===== src/rtl/core/lrts_pkg.sv =====
`timescale 1ns / 1ps
`default_nettype none
// ----------------------------------------------------------------------------
// Scheduler package
// Shared types and constants of the longest-remaining-time scheduler.
// ----------------------------------------------------------------------------
package lrts_pkg;

  localparam int SLOTS_DEF     = 8;
  localparam int TIME_BITS_DEF = 20;
  localparam int QUEUE_DEPTH   = 2;

  localparam int SLOT_FIELD_W = 3;
  localparam int ID_W         = 16;
  localparam int BURST_W      = 16;
  localparam int OUT_TIME_W   = 20;

  localparam logic KIND_LOAD = 1'b0;
  localparam logic KIND_TICK = 1'b1;

  typedef struct packed {
    logic                    kind;
    logic [SLOT_FIELD_W-1:0] slot;
    logic [ID_W-1:0]         task_id;
    logic [BURST_W-1:0]      burst;
  } lrts_in_t;

  typedef struct packed {
    logic                    idle;
    logic [ID_W-1:0]         chosen_id;
    logic [SLOT_FIELD_W-1:0] chosen_slot;
    logic [OUT_TIME_W-1:0]   run_start;
    logic                    finished;
    logic [OUT_TIME_W-1:0]   turnaround;
    logic [OUT_TIME_W-1:0]   waiting;
  } lrts_out_t;

  typedef struct packed {
    logic                    tick;
    logic [SLOT_FIELD_W-1:0] slot;
    logic [ID_W-1:0]         task_id;
    logic [BURST_W-1:0]      burst;
  } lrts_cmd_t;

endpackage

`default_nettype wire


===== src/rtl/core/lrts_front.sv =====
`timescale 1ns / 1ps
`default_nettype none
// ----------------------------------------------------------------------------
// Scheduler front end
// Accepts items, drops loads aimed beyond the table and queues commands.
// ----------------------------------------------------------------------------
module lrts_front #(
  parameter int SLOTS = lrts_pkg::SLOTS_DEF
) (
  input  logic                clk,
  input  logic                rst_n,
  input  logic                in_valid,
  output logic                in_stall,
  input  lrts_pkg::lrts_in_t  in_data,
  output logic                q_valid,
  output lrts_pkg::lrts_cmd_t q_cmd,
  input  logic                q_pop
);

  localparam int QD    = lrts_pkg::QUEUE_DEPTH;
  localparam int PTR_W = (QD > 1) ? $clog2(QD) : 1;
  localparam int CNT_W = $clog2(QD + 1);
  localparam logic [PTR_W-1:0] PTR_LAST = PTR_W'(QD - 1);
  localparam logic [CNT_W-1:0] CNT_FULL = CNT_W'(QD);

  lrts_pkg::lrts_cmd_t q_mem_r [QD];
  logic [PTR_W-1:0]    wr_ptr_r, wr_ptr_nxt;
  logic [PTR_W-1:0]    rd_ptr_r, rd_ptr_nxt;
  logic [CNT_W-1:0]    cnt_r, cnt_nxt;
  logic                keep;
  logic                push;
  logic                pop;
  lrts_pkg::lrts_cmd_t cmd;

  always_comb begin
    cmd.tick    = (in_data.kind == lrts_pkg::KIND_TICK);
    cmd.slot    = in_data.slot;
    cmd.task_id = in_data.task_id;
    cmd.burst   = in_data.burst;
    keep        = cmd.tick || (int'(in_data.slot) < SLOTS);
  end

  assign in_stall = (cnt_r == CNT_FULL);
  assign push     = in_valid && !in_stall && keep;
  assign q_valid  = (cnt_r != '0);
  assign pop      = q_pop && q_valid;
  assign q_cmd    = q_mem_r[rd_ptr_r];

  always_comb begin
    wr_ptr_nxt = wr_ptr_r;
    rd_ptr_nxt = rd_ptr_r;
    cnt_nxt    = cnt_r;
    if (push) begin
      wr_ptr_nxt = (wr_ptr_r == PTR_LAST) ? '0 : wr_ptr_r + 1'b1;
    end
    if (pop) begin
      rd_ptr_nxt = (rd_ptr_r == PTR_LAST) ? '0 : rd_ptr_r + 1'b1;
    end
    if (push && !pop) begin
      cnt_nxt = cnt_r + 1'b1;
    end else if (pop && !push) begin
      cnt_nxt = cnt_r - 1'b1;
    end
  end

  always_ff @(posedge clk) begin
    if (!rst_n) begin
      wr_ptr_r <= '0;
      rd_ptr_r <= '0;
      cnt_r    <= '0;
    end else begin
      wr_ptr_r <= wr_ptr_nxt;
      rd_ptr_r <= rd_ptr_nxt;
      cnt_r    <= cnt_nxt;
    end
  end

  always_ff @(posedge clk) begin
    if (push) begin
      q_mem_r[wr_ptr_r] <= cmd;
    end
  end

endmodule

`default_nettype wire


===== src/rtl/core/lrts_back.sv =====
`timescale 1ns / 1ps
`default_nettype none
// ----------------------------------------------------------------------------
// Scheduler back end
// Holds the slot table, scans it for the longest remaining task and reports.
// ----------------------------------------------------------------------------
module lrts_back #(
  parameter int SLOTS     = lrts_pkg::SLOTS_DEF,
  parameter int TIME_BITS = lrts_pkg::TIME_BITS_DEF
) (
  input  logic                clk,
  input  logic                rst_n,
  input  logic                q_valid,
  input  lrts_pkg::lrts_cmd_t q_cmd,
  output logic                q_pop,
  output logic                out_valid,
  input  logic                out_stall,
  output lrts_pkg::lrts_out_t out_data
);

  localparam int SLOT_W = $clog2(SLOTS);
  localparam int EXT_W  = (SLOT_W > lrts_pkg::SLOT_FIELD_W) ? SLOT_W : lrts_pkg::SLOT_FIELD_W;
  localparam int TW     = (TIME_BITS > lrts_pkg::OUT_TIME_W) ? TIME_BITS : lrts_pkg::OUT_TIME_W;
  localparam logic [SLOT_W-1:0] LAST_IDX = SLOT_W'(SLOTS - 1);

  localparam logic [1:0] ST_IDLE  = 2'd0;
  localparam logic [1:0] ST_SCAN  = 2'd1;
  localparam logic [1:0] ST_DRAIN = 2'd2;
  localparam logic [1:0] ST_FIN   = 2'd3;

  typedef struct packed {
    logic [lrts_pkg::ID_W-1:0]    task_id;
    logic [lrts_pkg::BURST_W-1:0] init_burst;
    logic [lrts_pkg::BURST_W-1:0] remaining;
  } rec_t;

  rec_t mem [SLOTS];
  rec_t rd_q;
  logic              mem_we;
  logic [SLOT_W-1:0] mem_wa;
  rec_t              mem_wd;

  logic [1:0]                   state_r, state_nxt;
  logic [SLOT_W-1:0]            idx_r, idx_nxt;
  logic                         chk_v_r, chk_v_nxt;
  logic [SLOT_W-1:0]            chk_idx_r, chk_idx_nxt;
  logic                         best_v_r, best_v_nxt;
  logic [SLOT_W-1:0]            best_idx_r, best_idx_nxt;
  logic [lrts_pkg::ID_W-1:0]    best_id_r, best_id_nxt;
  logic [lrts_pkg::BURST_W-1:0] best_rem_r, best_rem_nxt;
  logic [lrts_pkg::BURST_W-1:0] best_init_r, best_init_nxt;
  logic [SLOTS-1:0]             pend_r, pend_nxt;
  logic [TIME_BITS-1:0]         now_r, now_nxt;
  logic                         out_valid_r, out_valid_nxt;
  lrts_pkg::lrts_out_t          out_data_r, out_data_nxt;

  logic [EXT_W-1:0]             ld_ext;
  logic [SLOT_W-1:0]            ld_idx;
  logic [EXT_W-1:0]             best_ext;
  logic                         better;
  logic [lrts_pkg::BURST_W-1:0] rem_dec;
  logic [TIME_BITS-1:0]         now_inc;
  logic [TW-1:0]                start_ext;
  logic [TW-1:0]                tat;
  logic [TW-1:0]                bur;
  logic [TW-1:0]                wt;

  assign ld_ext    = EXT_W'(q_cmd.slot);
  assign ld_idx    = ld_ext[SLOT_W-1:0];
  assign best_ext  = EXT_W'(best_idx_r);
  assign rem_dec   = best_rem_r - 1'b1;
  assign now_inc   = (now_r == '1) ? now_r : now_r + 1'b1;
  assign start_ext = TW'(now_r);
  assign tat       = TW'(now_inc);
  assign bur       = TW'(best_init_r);
  assign wt        = (tat >= bur) ? tat - bur : '0;

  assign better = chk_v_r && pend_r[chk_idx_r] &&
                  (!best_v_r || (rd_q.remaining > best_rem_r) ||
                   ((rd_q.remaining == best_rem_r) && (rd_q.task_id < best_id_r)));

  always_comb begin
    state_nxt     = state_r;
    idx_nxt       = idx_r;
    chk_v_nxt     = 1'b0;
    chk_idx_nxt   = idx_r;
    best_v_nxt    = best_v_r;
    best_idx_nxt  = best_idx_r;
    best_id_nxt   = best_id_r;
    best_rem_nxt  = best_rem_r;
    best_init_nxt = best_init_r;
    pend_nxt      = pend_r;
    now_nxt       = now_r;
    out_valid_nxt = out_valid_r && out_stall;
    out_data_nxt  = out_data_r;
    q_pop         = 1'b0;
    mem_we        = 1'b0;
    mem_wa        = ld_idx;
    mem_wd        = '{task_id: q_cmd.task_id, init_burst: q_cmd.burst,
                      remaining: q_cmd.burst};

    if (better) begin
      best_v_nxt    = 1'b1;
      best_idx_nxt  = chk_idx_r;
      best_id_nxt   = rd_q.task_id;
      best_rem_nxt  = rd_q.remaining;
      best_init_nxt = rd_q.init_burst;
    end

    case (state_r)
      ST_IDLE: begin
        if (q_valid) begin
          q_pop = 1'b1;
          if (q_cmd.tick) begin
            state_nxt  = ST_SCAN;
            idx_nxt    = '0;
            best_v_nxt = 1'b0;
          end else begin
            mem_we           = 1'b1;
            pend_nxt[ld_idx] = (q_cmd.burst != '0);
          end
        end
      end
      ST_SCAN: begin
        chk_v_nxt   = 1'b1;
        chk_idx_nxt = idx_r;
        if (idx_r == LAST_IDX) begin
          state_nxt = ST_DRAIN;
        end else begin
          idx_nxt = idx_r + 1'b1;
        end
      end
      ST_DRAIN: begin
        state_nxt = ST_FIN;
      end
      ST_FIN: begin
        if (!out_valid_r || !out_stall) begin
          state_nxt               = ST_IDLE;
          out_valid_nxt           = 1'b1;
          out_data_nxt            = '0;
          out_data_nxt.run_start  = start_ext[lrts_pkg::OUT_TIME_W-1:0];
          if (!best_v_r) begin
            out_data_nxt.idle = 1'b1;
          end else begin
            mem_we                   = 1'b1;
            mem_wa                   = best_idx_r;
            mem_wd                   = '{task_id: best_id_r, init_burst: best_init_r,
                                         remaining: rem_dec};
            now_nxt                  = now_inc;
            out_data_nxt.chosen_id   = best_id_r;
            out_data_nxt.chosen_slot = best_ext[lrts_pkg::SLOT_FIELD_W-1:0];
            if (rem_dec == '0) begin
              pend_nxt[best_idx_r]    = 1'b0;
              out_data_nxt.finished   = 1'b1;
              out_data_nxt.turnaround = tat[lrts_pkg::OUT_TIME_W-1:0];
              out_data_nxt.waiting    = wt[lrts_pkg::OUT_TIME_W-1:0];
            end
          end
        end
      end
      default: begin
        state_nxt = ST_IDLE;
      end
    endcase
  end

  always_ff @(posedge clk) begin
    if (!rst_n) begin
      state_r     <= ST_IDLE;
      chk_v_r     <= 1'b0;
      best_v_r    <= 1'b0;
      pend_r      <= '0;
      now_r       <= '0;
      out_valid_r <= 1'b0;
    end else begin
      state_r     <= state_nxt;
      chk_v_r     <= chk_v_nxt;
      best_v_r    <= best_v_nxt;
      pend_r      <= pend_nxt;
      now_r       <= now_nxt;
      out_valid_r <= out_valid_nxt;
    end
  end

  always_ff @(posedge clk) begin
    idx_r       <= idx_nxt;
    chk_idx_r   <= chk_idx_nxt;
    best_idx_r  <= best_idx_nxt;
    best_id_r   <= best_id_nxt;
    best_rem_r  <= best_rem_nxt;
    best_init_r <= best_init_nxt;
    out_data_r  <= out_data_nxt;
  end

  always_ff @(posedge clk) begin
    if (mem_we) begin
      mem[mem_wa] <= mem_wd;
    end
    rd_q <= mem[idx_r];
  end

  assign out_valid = out_valid_r;
  assign out_data  = out_data_r;

  // a result is only built once the whole table has been compared
  a_fin_after_drain: assert property (@(posedge clk) disable iff (!rst_n)
    (state_r == ST_FIN) |-> ($past(state_r) == ST_DRAIN || $past(state_r) == ST_FIN))
    else $error("result stage entered without a finished scan");

  // the chosen slot is pending and still has work left
  a_best_live: assert property (@(posedge clk) disable iff (!rst_n)
    (state_r == ST_FIN && best_v_r) |-> (pend_r[best_idx_r] && best_rem_r != '0))
    else $error("chosen slot is not a live task");

  // time moves by one, and only with a result that ran a task
  a_time_step: assert property (@(posedge clk) disable iff (!rst_n)
    (now_r != $past(now_r)) |->
      (now_r == $past(now_r) + 1'b1 && out_valid_r && !out_data_r.idle))
    else $error("time advanced without a task being run");

  // a tick popped from the queue starts a scan
  a_tick_scans: assert property (@(posedge clk) disable iff (!rst_n)
    (q_pop && q_cmd.tick) |=> (state_r == ST_SCAN))
    else $error("tick did not start a scan");

endmodule

`default_nettype wire


===== src/rtl/core/longest_remaining_time_scheduler_unit.sv =====
`timescale 1ns / 1ps
`default_nettype none
// ----------------------------------------------------------------------------
// Longest-remaining-time scheduler
// Preemptive longest-remaining-time-first scheduler over a table of slots.
// ----------------------------------------------------------------------------
// A load item is written to the slot table in the back end and gives no
// result; a tick item scans the slot table, reading one slot a cycle, then
// takes a compare step (ST_DRAIN) and a step (ST_FIN) that updates the table
// and loads the output register once that register is free. The front end
// queues up to two items, so the input takes up to two items while a tick is at
// work and while a result waits in the output register. Loads with a slot
// beyond the table are taken and dropped. Time saturates at 2^TIME_BITS - 1.
module longest_remaining_time_scheduler_unit #(
  parameter int SLOTS     = lrts_pkg::SLOTS_DEF,
  parameter int TIME_BITS = lrts_pkg::TIME_BITS_DEF
) (
  input  logic                clk,
  input  logic                rst_n,
  input  logic                in_valid,
  output logic                in_stall,
  input  lrts_pkg::lrts_in_t  in_data,
  output logic                out_valid,
  input  logic                out_stall,
  output lrts_pkg::lrts_out_t out_data
);

  logic                q_valid;
  logic                q_pop;
  lrts_pkg::lrts_cmd_t q_cmd;

  lrts_front #(
    .SLOTS (SLOTS)
  ) u_front (
    .clk      (clk),
    .rst_n    (rst_n),
    .in_valid (in_valid),
    .in_stall (in_stall),
    .in_data  (in_data),
    .q_valid  (q_valid),
    .q_cmd    (q_cmd),
    .q_pop    (q_pop)
  );

  lrts_back #(
    .SLOTS     (SLOTS),
    .TIME_BITS (TIME_BITS)
  ) u_back (
    .clk       (clk),
    .rst_n     (rst_n),
    .q_valid   (q_valid),
    .q_cmd     (q_cmd),
    .q_pop     (q_pop),
    .out_valid (out_valid),
    .out_stall (out_stall),
    .out_data  (out_data)
  );

endmodule

`default_nettype wire


===== config.mk =====
export PLATFORM = sky130hd
export DESIGN_NAME = longest_remaining_time_scheduler_unit
export DESIGN_NICKNAME = d
export VERILOG_FILES = /design/src/rtl/core/lrts_pkg.sv /design/src/rtl/core/lrts_front.sv /design/src/rtl/core/lrts_back.sv /design/src/rtl/core/longest_remaining_time_scheduler_unit.sv
export SDC_FILE = /design/constraint.sdc
export NUM_CORES = 1
export LEC_CHECK = 0
export ABC_AREA = 0
export ABC_CLOCK_PERIOD_IN_PS = 13200
export BUFFER_PORTS_ARGS = -buffer_cell sky130_fd_sc_hd__buf_2
export CAP_MARGIN = 5
export CORE_MARGIN = 3
export CORE_UTILIZATION = 37
export CTS_CLUSTER_DIAMETER = 30
export DETAILED_ROUTE_END_ITERATION = 7
export PLACE_DENSITY_LB_ADDON = 0.3
export SETUP_SLACK_MARGIN = 0.15
export SYNTH_ARGS = -nofsm -noshare
export SYNTH_HDL_FRONTEND = slang
export SYNTH_SLANG_ARGS = --single-unit
export TNS_END_PERCENT = 100

===== constraint.sdc =====
create_clock -name clk -period 13.2 [get_ports clk]
set_input_delay 2.64 -clock clk [delete_from_list [all_inputs] [get_ports clk]]
set_output_delay 2.64 -clock clk [all_outputs]
set_load 0.01 [all_outputs]

* Word level (Yosys, flattened, before mapping)
Memories as Yosys holds them, arrays and structs flattened. A register that Yosys moved wholly into a read port is not among the register bits.
Index checks and enable logic that the tools add are counted.
** Storage, ports and cells
- RAM bits :: 456
- Memories kept :: 2
- Output and inout bits :: 83
- Register bits :: 175
- Input port bits :: 40
** Memory list
- u_back.mem :: depth 8, bits a word 48, rd ports 1, clocked after Yosys merged registers in 1, wr ports 1, RTL line lrts_back.sv:37 : rec_t mem [SLOTS];
- u_front.q_mem_r :: depth 2, bits a word 36, rd ports 1, clocked after Yosys merged registers in 1, wr ports 1, RTL line lrts_front.sv:26 : lrts_pkg::lrts_cmd_t q_mem_r [QD];
** Operators by class
- Reductions and logical operators :: 33
- $add $sub $neg :: 8
- Eq/ne operators :: 15
- Bitwise logic cells :: 2
- Multiplexer cells :: 56
- Magnitude comparators :: 8
** Operators by type and width (count)
- 48-bit two-way mux :: 3
- 41-bit two-way mux :: 1
- 20-bit two-way mux :: 2
- 8-bit two-way mux :: 5
- 1-bit two-way mux :: 25
- 20-bit by 1-bit adder with 20-bit output (second input constant) :: 1
- 20-bit equality test (second input constant) :: 1
- 20-bit by 16-bit >= comparator with 1-bit output :: 1
- 20-bit by 16-bit subtractor with 20-bit output :: 1
- 3-bit two-way mux :: 6
- 16-bit equality test :: 1
- 16-bit greater-than comparator :: 1
- 16-bit zero test :: 1
- 16-bit < comparator :: 1
- 8-bit case mux with 2 select lines :: 1
- 16-bit nonzero test :: 1
- 16-bit by 1-bit subtractor with 16-bit output (second input constant) :: 1
- 3-bit by 4-bit < comparator with 1-bit output (second input constant) :: 3
- 2-bit two-way mux :: 6
- 1-bit logical AND :: 10
- 8-bit AND :: 1
- 8-bit bitwise mux :: 1
- 2-bit by 1-bit inequality test with 1-bit output (second input constant) :: 4
- 2-bit inequality test (second input constant) :: 4
- 22 further kinds :: 40

* Depth between registers and ports, before layout
Gate-level depths: netlist of run 1.
- Word-level depth :: 10
- Gate-level depth with buffers :: 17
- Gate-level depth less buffers :: 15

* By module
Synthesis of run 1 repeated with hierarchy kept, for this count alone.
** Second synthesis, totals
- Cells, all modules :: 1634
- Area, all modules :: 27350.0 um^2
** Modules (own cells, without submodules)
- lrts_back :: cells an instance 1497, instances 1, sequential area each 17266.6 um^2, area an instance 24518.5 um^2
- lrts_front :: cells an instance 137, instances 1, sequential area each 2262.2 um^2, area an instance 2831.5 um^2

* Worst setup path before layout of run 1
OpenSTA, ideal clock, no wires.
- Path kind :: input -> register
- Start point :: in out_stall
- End point :: mem u_back.mem[1][0] in the netlist's numbering, enable pin
- Slack :: 3.041 ns
- Buffers on the path :: 1
- Required time :: 12.687 ns
- Cell stages on the path :: 7
- Setup time :: 0.513 ns
- Arrival time :: 9.647 ns
- Cells stage by stage :: nand2_1 -> and2_1 -> clkbuf_1 -> nand2_1 -> o21ai_0 -> inv_1 -> nor3_1
** On the way
- Longest elaborated chain between the ends :: 6
- Elaborated cells on any way between the ends :: 8
- Classes of those cells :: mux (6); reduce/logical (2)
** Ends and longest elaborated chain
- start: declaration :: RTL line longest_remaining_time_scheduler_unit.sv:24 : input logic out_stall,
- 1-bit zero test * :: RTL line lrts_back.sv:137 : if (!out_valid_r || !out_stall) begin
- 1-bit logical OR * :: RTL line lrts_back.sv:137
- 1-bit two-way mux :: RTL line lrts_back.sv:137
- 1-bit case mux with 2 select lines :: RTL line lrts_back.sv:110 : case (state_r)
- 1-bit two-way mux :: RTL line lrts_back.sv:196 : if (mem_we) begin
- 1-bit two-way mux (implied by the code) :: RTL line lrts_back.sv:197 : mem[mem_wa] <= mem_wd;
- end: declaration :: RTL line lrts_back.sv:37
Mark *: on every way between the ends. The rest lies on a longest branch, timed or not.

* Worst setup path after layout of run 1
- Start point :: in out_stall
- End point :: mem u_back.mem[0][10] in the netlist's numbering, enable pin
The elaborated chain is that of the path after synthesis.

==> results of run 1 <==
## final cells by class
cell class / count / area [um2]
clock buffers: 149 / 3240
repair buffers: 149 / 813
flip-flops and latches: 680 / 19500
well taps: 959 / 1200
multi-input cells: 840 / 7460
clock inverters: 78 / 926
fillers: 6328 / 39900
inverters: 72 / 270
## worst reg2reg max path, stage by stage, from the launching register on
cell      delay, ns
dfxtp_1        0.43
ha_1           0.23
nand3_1        0.15
nor4_4         0.48
nand2_2        0.19
mux2i_1        0.40
inv_1          0.15
fa_1           0.48
a21o_1         0.20
a311oi_1       0.35
o21bai_1       0.15
a21o_1         0.27
a211oi_1       0.50
a31o_1         0.69
a21oi_1        0.13
## synthesized netlist by cell type, types with 4 or more instances
master	count	area share, %
xor2_1	24	0.76
nor2b_1	22	0.50
inv_1	70	0.96
mux4_2	98	8.0
nand2_1	67	0.91
a31o_2	4	0.13
ha_1	57	2.6
clkbuf_1	51	0.70
nor3_1	22	0.40
nand4_1	16	0.36
nor4_1	15	0.34
a211oi_1	21	0.57
o21a_1	5	0.14
a21o_1	13	0.36
mux2i_1	28	1.0
a21oi_1	55	1.0
edfxtp_1	591	65
a32o_1	12	0.44
a31oi_1	6	0.14
and3_1	14	0.32
buf_2	6	0.11
and2_1	26	0.59
nor2_1	102	1.4
nand3_1	20	0.36
mux2_2	53	2.2
nand3b_1	6	0.16
nand2b_1	9	0.20
buf_1	14	0.19
o21ai_0	51	0.93
or3_1	7	0.16
dfxtp_1	89	6.5
nor3_2	4	0.15
xnor2_1	31	0.99
## cells by family (layout without fill, tap and decap cells)
group,after synthesis,after routing,synth area share (%)
compound gates,202,202,4.84
xor+xnor,55,55,1.75
fa+ha+maj,58,58,2.67
buf+inv,145,448,2.05
flops,680,680,71.0
mux,179,179,11.2
simple gates,346,346,6.42
## through the flow
| step | instances | setup slack (ns) | instance area (um2) | total power, mW |
|---|---|---|---|---|
| after floorplan | 1665 | 3.04 | 27500 | 3.69 |
| after global placement | 2700 | 6.98 | 29300 | 4.01 |
| after detailed placement | 2700 | 6.86 | 29300 | 4.05 |
| after CTS | 2927 | 7.55 | 33400 | 7.16 |
| after global routing | 2927 | 7.26 | 33400 | 7.37 |
| final | 2927 | 7.53 | 33400 | 7.07 |
## layer usage
| metal | part of all wire [%] | track usage, % |
|---|---|---|
| met1 | 45 | 21.6 |
| met5 | 0 | 0 |
| met2 | 47 | 25.5 |
| met4 | 2.7 | 5.52 |
| met3 | 5.4 | 3.05 |
## power by group through the flow
stage          registers (mW)  logic, mW  clock network (mW)
3_3_place_gp             2.85       1.17                   0
3_5_place_dp             2.86       1.19                   0
2_1_floorplan            2.82      0.864                   0
5_1_grt                  2.84       1.28                3.25
4_1_cts                  2.82       1.20                3.15
6_report                 2.82       1.17                3.09
## worst max path at each step
| stage | start | end | slack [ns] | cells past startpoint |
|---|---|---|---|---|
| 6_report | out_stall | u_back.mem[0][10] | 7.53 | 8 |
| 5_1_grt | out_stall | u_back.mem[0][19] | 7.26 | 8 |
| 4_1_cts | out_stall | u_back.mem[0][10] | 7.55 | 8 |
| 3_5_place_dp | out_stall | u_back.mem[0][19] | 6.86 | 8 |
| 3_3_place_gp | out_stall | u_back.mem[2][19] | 6.98 | 8 |
| 2_1_floorplan | out_stall | u_back.mem[1][0] | 3.04 | 7 |
## registers in the layout (all words and copies together), names as in the netlist, 3 cells and up, named ones only
name                cells
u_back.now_r           20
u_front.q_mem_r        72
u_back.chk_idx_r        3
u_back.best_id_r       16
u_back.rd_q            48
u_back.pend_r           8
u_back.best_init_r     16
u_back.out_data        81
u_back.best_rem_r      16
u_back.best_ext         3
u_back.mem            384
u_back.chk_idx_nxt      3
==> flow_summary.ini, run 1 <==
[layout]
area_growth_pct = 21.7
layout_commonest_cell = edfxtp_1
final_nets = 1960
antenna_cells = 0
final_core_util_pct = 45.6
final_cell_mix = edfxtp_1, buf_2, clkbuf_16
drive_gt1_share_pct = 27.6

[clock_tree]
postCtsResizedCells = 0
cts_max_path_buffers = 3
clock_sinks = 680
numCtsBuffers = 119
htreeDepth = 3
post-cts-setup-buffer-count = 0
path_clk_slew_ns = 0.05
root_buffer = clkbuf_16
clk_latency_ns = 0.67
cts_tree = built
hold_buffers = 0

[worst_setup_path]
r2r_start = u_back.now_r[0]
worstPathCellList = buf_2, nand2_1, and2_4, nand2_1, o21ai_0, inv_1, nor3_2, buf_4
cp_data_required_time_ns = 13.47
rrSetupSlack_ns = 8.12
r2r_cells = 14
crit_path_end_kind = flip-flop
cp.arrival_ns = 5.93
max_stage_delay_ns = 0.86
path_class = input pin to flip-flop
start_kind = input pin
cp_top_family = simple AND/OR/NAND/NOR gates
cpMostUsedCell = nand2_1
cp_max_fo = 48
crit_buf_inv = 3
crit_slowest_cell = o21ai_0
r2r_end = u_back.out_data[19]

[placement]
gp_congestion = 0.839
dp_hpwl_um = 38400
portBuffers = 122

[logic_synthesis]
synth_nets = 1763
ys_types = 71
ys_ff_latch = 680
syn-cell-area_mm2 = 0.0275
synthArstFlopShare_pct = 0
postSynthCellCount = 1665
synth_warnings = 0
synth_top_flop_cell = edfxtp_1
avgSynthCellArea_um2 = 16.5
synth-edff-count = 591
ys_seq_area_share_pct = 71.0

[pwr]
power_density_mw_per_mm2 = 211
comb_power_share_pct = 16.5
leakagePower_nw = 11.7
internal_power_mw = 5.26
power.share.sequential_pct = 39.8
vdd_ir_drop_max_mv = 0.120
p_clk_share_pct = 43.6
p_switching_mw = 1.81
p_sw_share_pct = 25.5

[sta]
whs_ns = 0.384
finClkSkew_ns = 0.0446
max_freq_ghz = 0.177
slew_headroom_pct = 25.3
period_minus_slack_ns = 5.67
finalCritPeriodShare_pct = 42.9
worst_pin_slew_ns = 1.12
slew_violations = 0
tns_ns = 0
setup_viol = 0
hold_viol = 0
rsz0062_at_grt = false

[route]
vias = 15100
drc = 0
ant_nets = 0
drtIter0Drc = 1355
drt-pass1-iter-count = 5
drt-total-wl_um = 61400
wl_per_cell_um = 21.0
via_per_inst = 5.16

[global_routing]
grt_max_degree = 62
antenna_found_initial = 3
grt_pass1_vias = 15600
grt_util_all_layers_pct = 15.8
grt_pass1_wl_um = 94300
grt_overflow = 0

[min_path]
worstHoldStart = u_back.rd_q[20]
hold_path_class = flip-flop to flip-flop
hold_end = u_back.best_init_r[4]
worstHoldPathCells = 0

[flow_run]
cap_viol_max_count = 0

[floorplanning]
rows = 99
ios = 123
die_y_um = 279
core_area_mm2 = 0.0733
initial_utilization_pct = 37.5
fp.dieArea_mm2 = 0.0776
die_w_um = 279

[status]
outcome = completed
No activity file was read; power rests on OpenSTA's default activity.
==> run 2: changes to the inputs <==
--- a/config.mk
+++ b/config.mk
@@ -6,7 +6,7 @@
 export NUM_CORES = 1
 export LEC_CHECK = 0
 export ABC_AREA = 0
-export ABC_CLOCK_PERIOD_IN_PS = 13200
+export ABC_CLOCK_PERIOD_IN_PS = 5450
 export BUFFER_PORTS_ARGS = -buffer_cell sky130_fd_sc_hd__buf_2
 export CAP_MARGIN = 5
 export CORE_MARGIN = 3
==> constraint.sdc (replaced) <==
create_clock -name clk -period 5.45 [get_ports clk]
set_input_delay 1.09 -clock clk [delete_from_list [all_inputs] [get_ports clk]]
set_output_delay 1.09 -clock clk [all_outputs]
set_load 0.01 [all_outputs]
==> run 2 against run 1 <==
  * Core utilization grew 0.61 points
  * Clock skew shrank 0.016 ns
  * Worst hold slack gained 0.015 ns
  * Die area is the same
  * Via count grew 1.4%
  * Non-clock buffer count shrank 1
  * Setup slack lost 6.9 ns
  * Cell area grew 1.3%
  * Combinational power grew 140%
==> flow_summary.ini, run 2 (same netlist as run 1, synthesis figures left out) <==
[worst_setup_path]
path_class = flip-flop to flip-flop
max_stage_delay_ns = 0.51
crit_start = u_back.now_r[0]
cp_data_required_time_ns = 5.87
rrSetupSlack_ns = 0.68
start_kind = flip-flop
r2r_start = u_back.now_r[0]
cp.arrival_ns = 5.19
r2r_cells = 16
crit_slowest_cell = a211oi_1
cp_max_fo = 20
r2r_end = u_back.out_data[10]
worstPathCellList = ha_1, nand3_1, nor4_4, nand2_2, xnor2_1, ha_1, inv_1, fa_1, a21o_1, a311oi_1, o21bai_1, a21o_1, a211oi_1, a31o_1, buf_4, a21oi_1
crit_path_end_kind = flip-flop

[placement]
dp_hpwl_um = 37000
portBuffers = 122
dp.cells = 2699
gp_congestion = 0.855

[sta]
max_freq_ghz = 0.210
period_minus_slack_ns = 4.77
whs_ns = 0.400
rsz0062_at_grt = false
worst_pin_slew_ns = 1.16
finClkSkew_ns = 0.0283
setup_viol = 0
slew_headroom_pct = 22.9
hold_viol = 0
slew_violations = 0
finalCritPeriodShare_pct = 87.5

[global_routing]
top_usage_layer = met2
met3_usage_pct = 4.13
grt_pass1_wl_um = 96400
grt_use_met2_pct = 25.9
grt_util_all_layers_pct = 16.4
antenna_found_initial = 1
grt_overflow = 0
grt_pass1_vias = 16000
met1_usage_pct = 22.2
grt_max_degree = 100

[floorplanning]
die_y_um = 279
fp.dieArea_mm2 = 0.0776
core_area_mm2 = 0.0733
die_w_um = 279
rows = 99
initial_utilization_pct = 37.5
ios = 123

[layout]
largest_reg_flops = 384
final_core_util_pct = 46.2
final_nets = 1970
final_cell_mix = edfxtp_1, clkbuf_16, buf_2
area_growth_pct = 23.3
regMostFlops = u_back.mem
layout_commonest_cell = edfxtp_1
drive_gt1_share_pct = 28.0
ff_latch_area_mm2 = 0.0195
multiInputGateArea_mm2 = 0.00751
final_cells = 2940
n_fill_cell = 6250

[clock_tree]
htreeDepth = 4
post-cts-setup-buffer-count = 0
numCtsBuffers = 130
root_buffer = clkbuf_16
clk_latency_ns = 0.69
cts_tree = built
hold_buffers = 0
path_clk_slew_ns = 0.05
cts_max_path_buffers = 3
clock_sinks = 680
postCtsResizedCells = 0

[pwr]
p_switching_mw = 4.49
p_clk_share_pct = 45.4
power_density_mw_per_mm2 = 523
power.share.sequential_pct = 38.5
comb_power_share_pct = 16.2
internal_power_mw = 13.2
p_sw_share_pct = 25.3
leakagePower_nw = 12.0
vdd_ir_drop_max_mv = 0.397

[route]
vias = 15300
drt-total-wl_um = 62700
drtIter0Drc = 1408
drt-pass1-iter-count = 6
ant_nets = 0
via_per_inst = 5.21
wl_per_cell_um = 21.3
drc = 0

[status]
outcome = completed

[min_path]
worstHoldStart = u_back.rd_q[28]
worstHoldPathCells = 0
hold_path_class = flip-flop to flip-flop
hold_end = u_back.best_init_r[12]

[flow_run]
cap_viol_max_count = 0
-- run 2: worst max-delay path: cells and delay by family, from the launching register on --
| family | cells | cell delay, ns |
|---|---|---|
| compound gates | 7 | 1.79 |
| fa+ha+maj | 3 | 0.87 |
| simple gates | 3 | 0.79 |
| flops | 1 | 0.43 |
| xor+xnor | 1 | 0.32 |
| buf+inv | 2 | 0.29 |
-- run 2: final cells by class --
class	count	share of cell area [%]
sequential	680	57.6
multi-input combinational	840	22.2
clock buffer	158	10.5
tap	959	3.54
clock inverter	82	2.82
timing repair buffer	148	2.56
inverter	72	0.797
antenna	1	0.00738
-- run 2: layer usage --
metal | share of wire (%) | vias to the layer above
met3 | 7.4 | 115
met4 | 2.3 | 0
li1 | - | 6930
met2 | 47 | 539
met5 | 0 | -
met1 | 44 | 7733
-- run 2: worst max-delay path by stage --
stage,endpoint,cells after the start
after floorplan,u_back.mem[2][0],7
after global placement,u_back.out_data[12],16
after detailed placement,u_back.out_data[3],16
after CTS,u_back.out_data[10],16
after global routing,u_back.out_data[10],16
final,u_back.out_data[10],16
-- run 2: metrics by stage --
stage                     cell area (um2)  setup slack [ns]  total power, mW  setup TNS, ns
after floorplan                     27500            -0.480             8.93        -137.13
after global placement              29400             0.830             9.74              0
after detailed placement            29400             0.759             9.82              0
after CTS                           33900             0.742             17.9              0
after global routing                33900             0.412             18.5              0
final                               33900             0.679             17.7              0
-- run 2: power groups by stage --
stage	logic, mW	clock network [mW]	registers [mW]
2_1_floorplan	2.10	0	6.82
3_5_place_dp	2.90	0	6.91
3_3_place_gp	2.85	0	6.89
5_1_grt	3.15	8.46	6.86
4_1_cts	2.92	8.18	6.82
6_report	2.86	8.04	6.82
